--- src/preemptive_priority_scheduler_unit_assert.svh ---
// ----------------------------------------------------------------------------
// Assertion macros for the preemptive priority scheduler unit
// Same-cycle and next-cycle implication checks, disabled during reset.
// ----------------------------------------------------------------------------
`ifndef PREEMPTIVE_PRIORITY_SCHEDULER_UNIT_ASSERT_SVH
`define PREEMPTIVE_PRIORITY_SCHEDULER_UNIT_ASSERT_SVH

// Check that cons holds in the same cycle as ante.
`define PSS_ASSERT_SAME(lbl, clk, rst_n, ante, cons, msg) \
    lbl: assert property (@(posedge clk) disable iff (!rst_n) (ante) |-> (cons)) \
        else $error(msg);

// Check that cons holds in the cycle after ante.
`define PSS_ASSERT_NEXT(lbl, clk, rst_n, ante, cons, msg) \
    lbl: assert property (@(posedge clk) disable iff (!rst_n) (ante) |=> (cons)) \
        else $error(msg);

`endif

--- src/pss_pkg.sv ---
// ----------------------------------------------------------------------------
// pss_pkg
// Shared widths, codes and types of the preemptive priority scheduler.
// ----------------------------------------------------------------------------
package pss_pkg;

    localparam int MAX_PROCS_DEF = 16;
    localparam int TIME_BITS_DEF = 16;

    localparam int MODE_W  = 2;
    localparam int SLOT_W  = 4;
    localparam int ARR_W   = 16;
    localparam int BURST_W = 16;
    localparam int PRIO_W  = 8;
    localparam int OTIME_W = 16;

    localparam logic [MODE_W-1:0] MODE_LOAD  = 2'd0;
    localparam logic [MODE_W-1:0] MODE_TICK  = 2'd1;
    localparam logic [MODE_W-1:0] MODE_CLEAR = 2'd2;

    typedef enum logic [1:0] {
        S_IDLE,
        S_SCAN,
        S_UPDATE
    } t_state;

    // One slot of the process table as held in memory.
    typedef struct packed {
        logic [ARR_W-1:0]   arrival;
        logic [BURST_W-1:0] burst;
        logic [PRIO_W-1:0]  prio;
        logic [BURST_W-1:0] remaining;
    } t_slot_rec;

endpackage

--- src/pss_in_if.sv ---
// ----------------------------------------------------------------------------
// pss_in_if
// Request channel: load, tick and clear beats with valid/ready.
// ----------------------------------------------------------------------------
interface pss_in_if;
    import pss_pkg::*;

    logic                valid;
    logic                ready;
    logic [MODE_W-1:0]   mode;
    logic [SLOT_W-1:0]   slot;
    logic [ARR_W-1:0]    arrival;
    logic [BURST_W-1:0]  burst;
    logic [PRIO_W-1:0]   priority_req;

    modport source (
        output valid, mode, slot, arrival, burst, priority_req,
        input  ready
    );

    modport sink (
        input  valid, mode, slot, arrival, burst, priority_req,
        output ready
    );
endinterface

--- src/pss_out_if.sv ---
// ----------------------------------------------------------------------------
// pss_out_if
// Result channel: one beat per tick with valid/ready.
// ----------------------------------------------------------------------------
interface pss_out_if;
    import pss_pkg::*;

    logic                valid;
    logic                ready;
    logic                idle;
    logic [SLOT_W-1:0]   served_slot;
    logic                finished;
    logic [OTIME_W-1:0]  completion_time;
    logic [OTIME_W-1:0]  turnaround;
    logic [OTIME_W-1:0]  waiting;
    logic                all_done;

    modport source (
        output valid, idle, served_slot, finished, completion_time, turnaround,
               waiting, all_done,
        input  ready
    );

    modport sink (
        input  valid, idle, served_slot, finished, completion_time, turnaround,
               waiting, all_done,
        output ready
    );
endinterface

--- src/pss_ram.sv ---
// ----------------------------------------------------------------------------
// pss_ram
// Generic single-write, single-read RAM with registered read data.
// ----------------------------------------------------------------------------
module pss_ram #(
    parameter int WIDTH = 8,
    parameter int DEPTH = 16
) (
    input  logic                                      i_clk,
    input  logic                                      i_we,
    input  logic [((DEPTH > 1) ? $clog2(DEPTH) : 1)-1:0] i_waddr,
    input  logic [WIDTH-1:0]                          i_wdata,
    input  logic                                      i_re,
    input  logic [((DEPTH > 1) ? $clog2(DEPTH) : 1)-1:0] i_raddr,
    output logic [WIDTH-1:0]                          o_rdata
);
    logic [WIDTH-1:0] r_mem [DEPTH];
    logic [WIDTH-1:0] r_rdata;

    always_ff @(posedge i_clk) begin
        if (i_we) begin
            r_mem[i_waddr] <= i_wdata;
        end
        if (i_re) begin
            r_rdata <= r_mem[i_raddr];
        end
    end

    assign o_rdata = r_rdata;
endmodule

--- src/preemptive_priority_scheduler_unit.sv ---
// ----------------------------------------------------------------------------
// preemptive_priority_scheduler_unit
// Preemptive priority scheduler over a memory-held table of process slots.
//
//   channel  dir  beat content
//   i_in     in   mode, slot, arrival, burst, priority_req
//   o_out    out  idle, served_slot, finished, completion_time, turnaround,
//                 waiting, all_done
//
// A load or clear beat is taken in idle. A tick beat is accepted in idle,
// then every slot is streamed out of the table RAM past one priority
// comparator, and then the served slot is written back.
// Reset is synchronous, active low; the table RAM needs no clearing pass.
// A result waits in the output register while new beats are taken; a tick
// stalls in its write-back cycle only while that register is still full.
// ----------------------------------------------------------------------------
`include "preemptive_priority_scheduler_unit_assert.svh"

module preemptive_priority_scheduler_unit #(
    parameter int MAX_PROCS = pss_pkg::MAX_PROCS_DEF,
    parameter int TIME_BITS = pss_pkg::TIME_BITS_DEF
) (
    input  logic        i_clk,
    input  logic        i_rst_n,
    pss_in_if.sink      i_in,
    pss_out_if.source   o_out
);
    import pss_pkg::*;

    localparam int IDX_W  = (MAX_PROCS > 1) ? $clog2(MAX_PROCS) : 1;
    localparam int CNT_W  = $clog2(MAX_PROCS + 1);
    localparam int CMP_W  = (TIME_BITS > ARR_W) ? TIME_BITS : ARR_W;
    localparam int REC_W  = $bits(t_slot_rec);
    localparam logic [TIME_BITS-1:0] TIME_MAX = '1;
    localparam logic [CNT_W-1:0]     LAST_CNT = CNT_W'(MAX_PROCS);

    // Control state
    t_state                 r_state, n_state;
    logic [CNT_W-1:0]       r_cnt;
    logic                   r_rd_vld;
    logic [IDX_W-1:0]       r_rd_idx;
    logic [MAX_PROCS-1:0]   r_pend, n_pend;   // valid and remaining time left
    logic [TIME_BITS-1:0]   r_time;
    logic [TIME_BITS-1:0]   r_ct;             // saturated clock plus one

    // Best candidate of the running scan
    logic                   r_best_found;
    logic [IDX_W-1:0]       r_best_idx;
    logic [PRIO_W-1:0]      r_best_prio;
    logic [ARR_W-1:0]       r_best_arr;
    logic [BURST_W-1:0]     r_best_burst;
    logic [BURST_W-1:0]     r_best_rem;
    logic [CMP_W-1:0]       r_best_ta;

    // Output register
    logic                   r_o_valid;
    logic                   r_o_idle;
    logic [SLOT_W-1:0]      r_o_slot;
    logic                   r_o_fin;
    logic [OTIME_W-1:0]     r_o_ct;
    logic [OTIME_W-1:0]     r_o_ta;
    logic [OTIME_W-1:0]     r_o_wt;
    logic                   r_o_all_done;

    // Handshake and step decode
    logic in_ready, in_acc, tick_acc, load_acc, clear_acc, slot_ok;
    logic issue, out_free, commit;

    // RAM port
    logic             ram_we, ram_re;
    logic [IDX_W-1:0] ram_waddr, ram_raddr;
    t_slot_rec        ram_wdata, rd;
    logic [REC_W-1:0] ram_rdata;

    // Scan compare and write-back math
    logic             cand;
    logic [CMP_W-1:0] cand_ta;
    logic             fin;
    logic [CMP_W-1:0] burst_ext;

    pss_ram #(
        .WIDTH (REC_W),
        .DEPTH (MAX_PROCS)
    ) u_table (
        .i_clk   (i_clk),
        .i_we    (ram_we),
        .i_waddr (ram_waddr),
        .i_wdata (ram_wdata),
        .i_re    (ram_re),
        .i_raddr (ram_raddr),
        .o_rdata (ram_rdata)
    );

    // ------------------------------------------------------------------
    // Next state
    // ------------------------------------------------------------------
    always_comb begin
        n_state = r_state;
        case (r_state)
            S_IDLE: begin
                if (tick_acc) begin
                    n_state = S_SCAN;
                end
            end
            S_SCAN: begin
                if (r_cnt == LAST_CNT) begin
                    n_state = S_UPDATE;
                end
            end
            S_UPDATE: begin
                if (out_free) begin
                    n_state = S_IDLE;
                end
            end
            default: begin
                n_state = S_IDLE;
            end
        endcase
    end

    // ------------------------------------------------------------------
    // Control outputs
    // ------------------------------------------------------------------
    always_comb begin
        in_ready = 1'b0;
        issue    = 1'b0;
        commit   = 1'b0;
        case (r_state)
            S_IDLE: begin
                in_ready = 1'b1;
            end
            S_SCAN: begin
                issue = (r_cnt < LAST_CNT);
            end
            S_UPDATE: begin
                commit = out_free;
            end
            default: begin
                in_ready = 1'b0;
            end
        endcase
    end

    assign in_acc    = i_in.valid && in_ready;
    assign tick_acc  = in_acc && (i_in.mode == MODE_TICK);
    assign load_acc  = in_acc && (i_in.mode == MODE_LOAD);
    assign clear_acc = in_acc && (i_in.mode == MODE_CLEAR);
    assign slot_ok   = (int'(i_in.slot) < MAX_PROCS);
    assign out_free  = !r_o_valid || o_out.ready;

    // ------------------------------------------------------------------
    // Table RAM: loads write in idle, the served slot is written back at
    // commit; the scan only reads, so the two never meet on one entry.
    // ------------------------------------------------------------------
    assign ram_re    = issue;
    assign ram_raddr = r_cnt[IDX_W-1:0];
    assign ram_we    = (load_acc && slot_ok) || (commit && r_best_found);
    assign ram_waddr = commit ? r_best_idx : IDX_W'(i_in.slot);

    always_comb begin
        if (commit) begin
            ram_wdata.arrival   = r_best_arr;
            ram_wdata.burst     = r_best_burst;
            ram_wdata.prio      = r_best_prio;
            ram_wdata.remaining = r_best_rem - BURST_W'(1);
        end else begin
            ram_wdata.arrival   = i_in.arrival;
            ram_wdata.burst     = i_in.burst;
            ram_wdata.prio      = i_in.priority_req;
            ram_wdata.remaining = i_in.burst;
        end
    end

    // ------------------------------------------------------------------
    // Scan compare: a pending, arrived slot beats the held one only on a
    // strictly lower priority, so ties keep the lower slot.
    // ------------------------------------------------------------------
    assign rd      = t_slot_rec'(ram_rdata);
    assign cand    = r_rd_vld && r_pend[r_rd_idx]
                     && (CMP_W'(rd.arrival) <= CMP_W'(r_time))
                     && (!r_best_found || (rd.prio < r_best_prio));
    assign cand_ta = CMP_W'(r_ct) - CMP_W'(rd.arrival);

    assign fin       = r_best_found && (r_best_rem == BURST_W'(1));
    assign burst_ext = CMP_W'(r_best_burst);

    // Pending flags after this cycle's load, clear or completion
    always_comb begin
        n_pend = r_pend;
        if (load_acc && slot_ok) begin
            n_pend[IDX_W'(i_in.slot)] = (i_in.burst != '0);
        end
        if (clear_acc) begin
            n_pend = '0;
        end
        if (commit && fin) begin
            n_pend[r_best_idx] = 1'b0;
        end
    end

    // ------------------------------------------------------------------
    // Control registers
    // ------------------------------------------------------------------
    always_ff @(posedge i_clk) begin
        if (!i_rst_n) begin
            r_state      <= S_IDLE;
            r_cnt        <= '0;
            r_rd_vld     <= 1'b0;
            r_pend       <= '0;
            r_time       <= '0;
            r_best_found <= 1'b0;
            r_o_valid    <= 1'b0;
        end else begin
            r_state  <= n_state;
            r_rd_vld <= issue;
            r_pend   <= n_pend;
            if (tick_acc) begin
                r_cnt <= '0;
            end else if (issue) begin
                r_cnt <= r_cnt + CNT_W'(1);
            end
            // hold the clock at its maximum
            if (clear_acc) begin
                r_time <= '0;
            end else if (commit) begin
                r_time <= r_ct;
            end
            if (tick_acc) begin
                r_best_found <= 1'b0;
            end else if (cand) begin
                r_best_found <= 1'b1;
            end
            if (commit) begin
                r_o_valid <= 1'b1;
            end else if (o_out.ready) begin
                r_o_valid <= 1'b0;
            end
        end
    end

    // ------------------------------------------------------------------
    // Payload registers
    // ------------------------------------------------------------------
    always_ff @(posedge i_clk) begin
        r_rd_idx <= r_cnt[IDX_W-1:0];
        if (tick_acc) begin
            r_ct <= (r_time == TIME_MAX) ? r_time : r_time + TIME_BITS'(1);
        end
        if (cand) begin
            r_best_idx   <= r_rd_idx;
            r_best_prio  <= rd.prio;
            r_best_arr   <= rd.arrival;
            r_best_burst <= rd.burst;
            r_best_rem   <= rd.remaining;
            r_best_ta    <= cand_ta;
        end
        if (commit) begin
            r_o_idle     <= !r_best_found;
            r_o_slot     <= r_best_found ? SLOT_W'(r_best_idx) : '0;
            r_o_fin      <= fin;
            r_o_ct       <= fin ? OTIME_W'(r_ct) : '0;
            r_o_ta       <= fin ? OTIME_W'(r_best_ta) : '0;
            // drop a negative waiting time to zero
            r_o_wt       <= (fin && (r_best_ta >= burst_ext))
                            ? OTIME_W'(r_best_ta - burst_ext) : '0;
            r_o_all_done <= ~|n_pend;
        end
    end

    // ------------------------------------------------------------------
    // Port drive
    // ------------------------------------------------------------------
    assign i_in.ready            = in_ready;
    assign o_out.valid           = r_o_valid;
    assign o_out.idle            = r_o_idle;
    assign o_out.served_slot     = r_o_slot;
    assign o_out.finished        = r_o_fin;
    assign o_out.completion_time = r_o_ct;
    assign o_out.turnaround      = r_o_ta;
    assign o_out.waiting         = r_o_wt;
    assign o_out.all_done        = r_o_all_done;

    // ------------------------------------------------------------------
    // Assertions
    // ------------------------------------------------------------------
    `PSS_ASSERT_SAME(a_no_write_in_scan, i_clk, i_rst_n, r_state == S_SCAN, !ram_we, "table written during scan")
    `PSS_ASSERT_SAME(a_fin_not_idle, i_clk, i_rst_n, o_out.valid && o_out.finished, !o_out.idle, "finished beat marked idle")
    `PSS_ASSERT_SAME(a_slot_range, i_clk, i_rst_n, o_out.valid && !o_out.idle, int'(o_out.served_slot) < MAX_PROCS, "served slot out of range")
    `PSS_ASSERT_NEXT(a_done_clears, i_clk, i_rst_n, commit && fin, !r_pend[$past(r_best_idx)], "completed slot still pending")
endmodule
--- src/flat_wrapper.sv ---
// flat-port wrapper written by rule: the top's interface ports become plain ports
module preemptive_priority_scheduler_unit_flat import pss_pkg::*;
#(
    parameter int MAX_PROCS = pss_pkg::MAX_PROCS_DEF,
    parameter int TIME_BITS = pss_pkg::TIME_BITS_DEF
)
  (i_clk, i_rst_n, i_in_valid, i_in_mode, i_in_slot, i_in_arrival, i_in_burst, i_in_priority_req, i_in_ready, o_out_valid, o_out_idle, o_out_served_slot, o_out_finished, o_out_completion_time, o_out_turnaround, o_out_waiting, o_out_all_done, o_out_ready);
  pss_in_if i_in_i ();
  pss_out_if o_out_i ();
  input  logic i_clk;
  input  logic i_rst_n;
  input wire logic [$bits(i_in_i.valid)-1:0] i_in_valid;
  input wire logic [$bits(i_in_i.mode)-1:0] i_in_mode;
  input wire logic [$bits(i_in_i.slot)-1:0] i_in_slot;
  input wire logic [$bits(i_in_i.arrival)-1:0] i_in_arrival;
  input wire logic [$bits(i_in_i.burst)-1:0] i_in_burst;
  input wire logic [$bits(i_in_i.priority_req)-1:0] i_in_priority_req;
  output wire logic [$bits(i_in_i.ready)-1:0] i_in_ready;
  output wire logic [$bits(o_out_i.valid)-1:0] o_out_valid;
  output wire logic [$bits(o_out_i.idle)-1:0] o_out_idle;
  output wire logic [$bits(o_out_i.served_slot)-1:0] o_out_served_slot;
  output wire logic [$bits(o_out_i.finished)-1:0] o_out_finished;
  output wire logic [$bits(o_out_i.completion_time)-1:0] o_out_completion_time;
  output wire logic [$bits(o_out_i.turnaround)-1:0] o_out_turnaround;
  output wire logic [$bits(o_out_i.waiting)-1:0] o_out_waiting;
  output wire logic [$bits(o_out_i.all_done)-1:0] o_out_all_done;
  input wire logic [$bits(o_out_i.ready)-1:0] o_out_ready;
  assign i_in_i.valid = i_in_valid;
  assign i_in_i.mode = i_in_mode;
  assign i_in_i.slot = i_in_slot;
  assign i_in_i.arrival = i_in_arrival;
  assign i_in_i.burst = i_in_burst;
  assign i_in_i.priority_req = i_in_priority_req;
  assign i_in_ready = i_in_i.ready;
  assign o_out_valid = o_out_i.valid;
  assign o_out_idle = o_out_i.idle;
  assign o_out_served_slot = o_out_i.served_slot;
  assign o_out_finished = o_out_i.finished;
  assign o_out_completion_time = o_out_i.completion_time;
  assign o_out_turnaround = o_out_i.turnaround;
  assign o_out_waiting = o_out_i.waiting;
  assign o_out_all_done = o_out_i.all_done;
  assign o_out_i.ready = o_out_ready;
  preemptive_priority_scheduler_unit #(.MAX_PROCS(MAX_PROCS), .TIME_BITS(TIME_BITS)) u_core (.i_clk(i_clk), .i_rst_n(i_rst_n), .i_in(i_in_i), .o_out(o_out_i));
endmodule
--- config.mk ---
export PLATFORM = sky130hd
export DESIGN_NAME = preemptive_priority_scheduler_unit_flat
export DESIGN_NICKNAME = d
export VERILOG_FILES = /design/src/pss_pkg.sv /design/src/pss_in_if.sv /design/src/pss_out_if.sv /design/src/pss_ram.sv /design/src/preemptive_priority_scheduler_unit.sv /design/src/flat_wrapper.sv
export VERILOG_INCLUDE_DIRS = /design/src /design/src/src
export SDC_FILE = /design/constraint.sdc
export NUM_CORES = 1
export LEC_CHECK = 0
export ABC_CLOCK_PERIOD_IN_PS = 18400
export BUFFER_PORTS_ARGS = -buffer_cell sky130_fd_sc_hd__buf_2
export CORE_ASPECT_RATIO = 0.9
export CORE_MARGIN = 2
export CORE_UTILIZATION = 60
export DETAILED_ROUTE_END_ITERATION = 10
export GPL_ROUTABILITY_DRIVEN = 0
export PLACE_DENSITY = 0.76
export SYNTH_ARGS = -nofsm -noshare
export SYNTH_HDL_FRONTEND = slang
export SYNTH_SLANG_ARGS = --single-unit
--- constraint.sdc ---
create_clock -name i_clk -period 18.4 [get_ports i_clk]
set_clock_uncertainty 0.15 [all_clocks]
set_input_delay 0.92 -clock i_clk [delete_from_list [all_inputs] [get_ports i_clk]]
set_output_delay 0.92 -clock i_clk [all_outputs]
set_load 0.05 [all_outputs]
**Yosys cells after proc, flatten, opt, wreduce, memory -nomap -nowiden**

Memories as Yosys holds them, arrays and structs flattened. A register that Yosys moved wholly into a read port is not among the register bits.
Cells that the tools add are included.

- Bits in registers: 193
- Bits in latches: 0
- Bits in writable memories: 896
- Bits in read-only memories: 0
- Output and inout port bits: 57
- Word-level logic and storage cells: 101
- Memories kept: 1

- Add/sub/neg operators: 5
- Multipliers: 0
- Divide/modulo/power cells: 0
- $lt $le $gt $ge: 9
- Equal/unequal tests: 10
- Shift operators: 0
- Mux-type cells: 24
- Bitwise gates (word level): 3
- Reduce and logical (&&, ||, !) cells: 27

Memory list:

| memory | words | width | read ports | clocked after memory_dff | write ports | line | text |
|---|---|---|---|---|---|---|---|
| u_core.u_table.r_mem | 16 | 56 | 1 | 1 | 1 | pss_ram.sv:17 | `logic [WIDTH-1:0] r_mem [DEPTH];` |

Operators with widths:

| cell | number |
|---|---|
| $mux 16 | 4 |
| $mux 56 | 1 |
| $sub 16x16->16 | 2 |
| $add 16x1->16 const B | 1 |
| $and 16x16->16 | 1 |
| $bwmux 16 | 1 |
| $eq 16x1->1 const B | 1 |
| $eq 16x16->1 const B | 1 |
| $ge 16x16->1 | 1 |
| $le 16x16->1 | 1 |
| $not 16->16 | 1 |
| $reduce_bool 16->1 | 1 |
| $reduce_or 16->1 | 1 |
| $sub 16x1->16 const B | 1 |
| $lt 4x5->1 const B | 3 |
| $logic_and 1x1->1 | 13 |
| $mux 1 | 10 |
| $demux 1 s4 | 2 |
| $ge 4x1->1 const B | 2 |
| $lt 8x8->1 | 1 |
| $mux 2 | 3 |
| $ne 2x1->1 const B | 3 |
| $pmux 2 s3 | 1 |
| $add 5x1->5 const B | 1 |
| other kinds (13) | 21 |

**Depth between registers and ports, before layout**

- Word-level depth: 11
- Mapped depth: 12

**Hierarchy**

Synthesis repeated with hierarchy kept, for this count alone.

- Cell total of the unflattened synthesis: 2413
- Area total of the unflattened synthesis: 45346.0 sq um

Modules (own cells, without submodules):

| module | times used | cells an instance | area an instance (sq um) |
|---|---|---|---|
| pss_ram | 1 | 1445 | 35238.8 |
| preemptive_priority_scheduler_unit | 1 | 968 | 10107.2 |

**Worst setup path before layout**

No wires, ideal clock.

- Kind: register to register
- Start: reg u_core.r_time[13]
- End: reg u_core.r_best_burst[0], in the netlist u_core.burst_ext[0] (enable)
- Arrival time: 7.241 ns
- Data required time: 17.627 ns
- Path slack: 10.386 ns
- Cell stages (with the launch flop): 11
- Path buffers: 1
- Clock period less this slack: 8.014 ns
- Cells stage by stage: dfxtp_1 -> clkbuf_1 -> inv_1 -> ha_1 -> a21o_1 -> a21o_1 -> a21oi_1 -> o21ai_0 -> a21oi_1 -> o211ai_1 -> a211oi_1

- Word-level cells in the longest chain between the ends: 3

Ends and longest elaborated chain:

| what | line | text |
|---|---|---|
| start, declared | preemptive_priority_scheduler_unit.sv:43 | `logic [TIME_BITS-1:0] r_time;` |
| start signal, assigned | preemptive_priority_scheduler_unit.sv:226 | `r_time <= r_ct;` |
| $le 16x16->1 | preemptive_priority_scheduler_unit.sv:180 | `&& (CMP_W'(rd.arrival) <= CMP_W'(r_time))` |
| $logic_and 1x1->1 | preemptive_priority_scheduler_unit.sv:180 |  |
| $logic_and 1x1->1 | preemptive_priority_scheduler_unit.sv:181 | `&& (!r_best_found \|\| (rd.prio < r_best_prio));` |
| named net u_core.cand | preemptive_priority_scheduler_unit.sv:76 | `logic cand;` |
| end signal, assigned | preemptive_priority_scheduler_unit.sv:253 | `r_best_burst <= rd.burst;` |
| end, declared | preemptive_priority_scheduler_unit.sv:51 | `logic [BURST_W-1:0] r_best_burst;` |

The timed path passes the listed nets, and every way through them passes these cells.
A chain may end at the register's enable or synchronous reset.

**Final worst setup path**

- Start: reg u_core.r_state[0]
- End: mem u_core.u_table.r_mem[10][30] (netlist name) (enable)

- Word-level cells in the longest chain between the ends: 7
- Elaborated cells on any way between the ends: 11

Ends and longest elaborated chain:

| what | line | text |
|---|---|---|
| start, declared | preemptive_priority_scheduler_unit.sv:38 | `t_state r_state, n_state;` |
| start signal, assigned | preemptive_priority_scheduler_unit.sv:214 | `r_state <= n_state;` |
| $logic_not 2->1 | preemptive_priority_scheduler_unit.sv:128 | `case (r_state)` |
| $mux 1 | preemptive_priority_scheduler_unit.sv:128 |  |
| $logic_and 1x1->1 | preemptive_priority_scheduler_unit.sv:144 | `assign in_acc = i_in.valid && in_ready;` |
| $logic_and 1x1->1 | preemptive_priority_scheduler_unit.sv:146 | `assign load_acc = in_acc && (i_in.mode == MODE_LOAD);` |
| $logic_or 1x1->1 | preemptive_priority_scheduler_unit.sv:157 | `assign ram_we = (load_acc && slot_ok) \|\| (commit && r_best_found);` |
| $mux 1 | pss_ram.sv:21 | `if (i_we) begin` |
| $mux 1 (implied by the code) | pss_ram.sv:22 | `r_mem[i_waddr] <= i_wdata;` |
| end, declared | pss_ram.sv:17 |  |

Several ways; a longest one is shown, not always the timed one.

==> impl_metrics.toml <==
[outcome]
status = "complete, no violations"

[critical_path]
worst_setup_path_end_kind = "flop"
ff2ff_path_depth = 9
crit_path_max_fanout = 77
crit_path_max_incr_delay_ps = 740
crit-reg2reg-launch = "u_core.r_state[0]$_SDFFE_PN0P_"
reg2reg_setup_slack_ps = 13770
timing.critical_path.max_delay_family = "buffers and inverters"
crit_chain = "nand2b_1, nand2b_4, inv_4, buf_4, nand2_1, nor2_1, a21oi_1, nor2_4, buf_4"
cp.buffers_inverters = 3
cp_data_arrival_time_ps = 4780
cpMaxStageDelayCell = "sky130_fd_sc_hd__buf_4"
critical_path_start_type = "flop"
worst_path_most_repeated_cell = "sky130_fd_sc_hd__buf_4"
worstSetupPathDepth = 9
reg2reg_to = "u_core.u_table.r_mem[10][30]$_DFFE_PP_"
worstSetupPathType = "reg -> reg"
worstPathRequired_ps = 18550

[power]
total_power_w = 0.00520
combPwrFrac_pct = 2.9
vdd_drop_max_mv = 0.0950
p_sw_share_pct = 20.2
netSwitchingPower_w = 0.00105
clock_network_fraction_of_total_power_pct = 41.8
power_per_cell_area_mw_per_mm2 = 102
internal_power_w = 0.00415
pwr-share-seq_pct = 55.3
leakagePower_nw = 16.3

[synthesis]
asyncSetResetFlopFracSynth_pct = 0
post_synthesis_area_per_instance_um2 = 19.8
synthesis.instances = 2305
post_synthesis_register_bit_count = 1145
synth_enable_flop_cells = 1099
ys_dominant_reg_cell = "sky130_fd_sc_hd__edfxtp_1"
synth_top_cell_area_share_pct = 72.4
post_synth_instance_area_mm2 = 0.0456
synth.area.top_cells = "sky130_fd_sc_hd__edfxtp_1, sky130_fd_sc_hd__mux4_2, sky130_fd_sc_hd__dfxtp_1"
synth_sequential_area_ratio_pct = 74.4
synth_fp_nets = 2416
synth_area_leader_cell = "sky130_fd_sc_hd__edfxtp_1"
synth.distinct_cells = 69
yosysWarnings = 0

[cells_and_area]
area_growth_syn_to_layout_pct = 12.0
layout.nets = 2593
finalNonFillerCells = 3591
layout_cell_share_with_drive_strength_beyond_1_pct = 25.5
antennaDiodeCount = 0
utilization_pct = 68.1
num-fill-cells = 4582

[timing]
timing.setup.tns_ps = 0
final_min_period_over_clock_period_pct = 25.2
worstMarginPinSlew_ps = 1230
final-hold-violation-count = 0
relSlewSlack_pct = 17.7
final.hold.worst_slack_ps = 261
finalMaxSlewViolations = 0
finish_stage_setup_viols = 0
rsz0062_at_grt = "no"
max_freq_mhz = 216
period_minus_slack_ps = 4630

[hold_path]
hold_end = "u_core.burst_ext[8]$_DFFE_PP_"
hold_depth = 0
hold_start = "u_core.u_table.o_rdata[32]$_DFFE_PP_"
worst_hold_path_type = "reg -> reg"

[drt]
avgRoutedWirePerCell_um = 28.7
wirelength_mm = 103
drt_pass1_iterations = 7
ant_nets = 0
drt-initial-drc-count = 2944
residual_drc_count = 0
num_vias = 23215
vias_per_cell = 6.46

[global_routing]
first_global_vias = 23649
overflow = 0
grt_usage_pct = 27.1
number_of_antenna_violations_at_the_first_check_in_global_routing = 4
wire_length_of_the_first_global_routing_pass_mm = 153
largest_net_degree_at_the_start_of_global_routing = 88

[place]
dp.final_hpwl_mm = 56.1
port_buffers = 106
dpl.cell_count = 3390

[clock_network]
cts_num_sinks = 1145
post_cts_sizing_count = 0
clock_tree.root_cell = "sky130_fd_sc_hd__clkbuf_16"
clockBufferDepth = 3
cts_tree = "yes"
cts-hold-fix-buffers = 0
clock_insertion_delay_worst_skew_ps = 680
cts-htree-levels = 3
postCtsSetupBuffers = 0
clock_transition_at_the_register_clock_pins_on_the_worst_setup_and_hold_paths_after_cts_ps = 60
number_of_buffers_created_by_cts = 108

[floorplan]
dieHeight_um = 266
core_area_mm2 = 0.0750
initial_core_util_pct = 60.8
placementRows = 95
floorplan.io_pins = 107
floorplan.die_area_mm2 = 0.0782
die_w_um = 295

[job]
timing.max_cap.violations = 0
[how the worst max path moves through the flow]
stage                                                         to  slack, ps                           start
after floorplan                    u_core.burst_ext[0]$_DFFE_PP_      10390  u_core.r_time[13]$_SDFFE_PP0P_
after global placement    u_core.u_table.r_mem[10][16]$_DFFE_PP_      13200                     o_out_ready
after detailed placement  u_core.u_table.r_mem[10][18]$_DFFE_PP_      13110                     o_out_ready
after CTS                 u_core.u_table.r_mem[10][14]$_DFFE_PP_      13710  u_core.r_state[0]$_SDFFE_PN0P_
after global routing       u_core.u_table.r_mem[10][1]$_DFFE_PP_      13430  u_core.r_state[0]$_SDFFE_PN0P_
final                     u_core.u_table.r_mem[10][30]$_DFFE_PP_      13770  u_core.r_state[0]$_SDFFE_PN0P_
[cells in the mapped netlist (4+ instances only)]
master / instances
sky130_fd_sc_hd__mux4_2: 285
sky130_fd_sc_hd__buf_1: 19
sky130_fd_sc_hd__dfxtp_1: 46
sky130_fd_sc_hd__edfxtp_1: 1099
sky130_fd_sc_hd__nor2_1: 63
sky130_fd_sc_hd__o21a_1: 7
sky130_fd_sc_hd__nand2_1: 146
sky130_fd_sc_hd__nand2b_1: 14
sky130_fd_sc_hd__a21oi_1: 40
sky130_fd_sc_hd__and3_1: 7
sky130_fd_sc_hd__clkbuf_1: 70
sky130_fd_sc_hd__xnor2_1: 32
sky130_fd_sc_hd__and2_1: 48
sky130_fd_sc_hd__buf_2: 7
sky130_fd_sc_hd__xor2_1: 15
sky130_fd_sc_hd__ha_1: 59
sky130_fd_sc_hd__a2111oi_2: 7
sky130_fd_sc_hd__inv_1: 79
sky130_fd_sc_hd__nand4_1: 12
sky130_fd_sc_hd__a21o_1: 19
sky130_fd_sc_hd__a211oi_1: 24
sky130_fd_sc_hd__nor2b_1: 11
sky130_fd_sc_hd__nor3_1: 27
sky130_fd_sc_hd__a311oi_1: 5
sky130_fd_sc_hd__mux2i_1: 17
sky130_fd_sc_hd__o21ai_0: 52
sky130_fd_sc_hd__or2_2: 4
sky130_fd_sc_hd__nand3_1: 20
sky130_fd_sc_hd__nor4_1: 11
[cell usage in the layout (no fill, tap or decap), types with 6 or more instances in the layout]
cell type and count:
sky130_fd_sc_hd__a2111oi_2 7, sky130_fd_sc_hd__a211oi_1 23, sky130_fd_sc_hd__a21o_1 19, sky130_fd_sc_hd__a21oi_1 40, sky130_fd_sc_hd__and2_1 48, sky130_fd_sc_hd__and3_1 7, sky130_fd_sc_hd__buf_2 106, sky130_fd_sc_hd__buf_4 58
sky130_fd_sc_hd__bufinv_16 8, sky130_fd_sc_hd__clkbuf_1 27, sky130_fd_sc_hd__clkbuf_16 109, sky130_fd_sc_hd__clkbuf_8 6, sky130_fd_sc_hd__clkinv_1 21, sky130_fd_sc_hd__clkinv_2 18, sky130_fd_sc_hd__clkinvlp_4 6, sky130_fd_sc_hd__dfxtp_1 42
sky130_fd_sc_hd__edfxtp_1 1099, sky130_fd_sc_hd__ha_1 59, sky130_fd_sc_hd__inv_1 78, sky130_fd_sc_hd__mux2i_1 17, sky130_fd_sc_hd__mux4_2 285, sky130_fd_sc_hd__nand2_1 146, sky130_fd_sc_hd__nand2b_1 13, sky130_fd_sc_hd__nand3_1 20
sky130_fd_sc_hd__nand4_1 12, sky130_fd_sc_hd__nor2_1 50, sky130_fd_sc_hd__nor2_4 13, sky130_fd_sc_hd__nor2b_1 11, sky130_fd_sc_hd__nor3_1 23, sky130_fd_sc_hd__nor3_2 6, sky130_fd_sc_hd__nor4_1 11, sky130_fd_sc_hd__o21a_1 7
sky130_fd_sc_hd__o21ai_0 37, sky130_fd_sc_hd__o21ai_1 16, sky130_fd_sc_hd__xnor2_1 32, sky130_fd_sc_hd__xor2_1 15
[worst register-to-register path, delay by kind of cell (launching register included)]
kind	cells	cell delay, ps
DFF	1	330
and+or+nand+nor	5	1760
AOI/OAI and AO/OA	1	180
buffers and inverters	3	1810
[layer usage]
| metal | global-route usage (%) | part of all wire [%] |
|---|---|---|
| met3 | 6.25 | 9.7 |
| met5 | 0 | 0.061 |
| met4 | 7.42 | 2.4 |
| met1 | 37.6 | 39 |
| met2 | 43.9 | 49 |
[stage by stage]
step / instance area [um^2] / setup WS, ps
global placement: 47600 / 13200
global route: 51100 / 13430
CTS: 51100 / 13710
finish: 51100 / 13770
detailed placement: 47600 / 13110
floorplan: 45600 / 10390
[sequential cells by signal, indices dropped and copies added (netlist names), 2 cells and up]
signal / flops
u_core.o_out.turnaround: 16
u_core.r_time: 16
u_core.o_out.waiting: 16
u_core.r_cnt: 5
u_core.r_best_idx: 4
u_core.burst_ext: 16
u_core.r_best_ta: 16
u_core.r_ct: 16
u_core.r_best_rem: 16
u_core.r_rd_idx: 4
u_core.r_state: 2
u_core.u_table.o_rdata: 56
u_core.o_out.completion_time: 16
u_core.r_pend: 16
u_core.r_best_arr: 16
u_core.r_best_prio: 8
u_core.o_out.served_slot: 4
u_core.u_table.r_mem: 896
[layout make-up]
cell class | count | area, um^2 | area share [%]
flip-flops and latches | 1145 | 33900 | 66.5
multi-input cells | 982 | 11100 | 21.8
clock buffers | 142 | 2910 | 5.70
well taps | 1018 | 1270 | 2.49
repair buffers | 165 | 986 | 1.93
clock inverters | 59 | 536 | 1.05
inverters | 80 | 303 | 0.593
[cell families after synthesis]
family                   Yosys count  share of synthesized area (%)
flip-flops                      1145                           74.4
AND/OR/NAND/NOR                  385                           4.27
multiplexers                     303                           14.5
AO/OA/AOI/OAI                    186                           2.73
buffers and inverters            178                           1.51
adder cells (fa/ha/maj)           61                           1.71
XOR/XNOR                          47                          0.903
[power by group through the flow]
stage,logic (W),registers (W),clock network [W]
detailed placement,0.000150,0.00293,0
global placement,0.000144,0.00293,0
finish,0.000152,0.00288,0.00217
global route,0.000164,0.00288,0.00229
CTS,0.000152,0.00288,0.00220
floorplan,0.000102,0.00293,0
No activity file was read; power rests on OpenSTA's default activity.
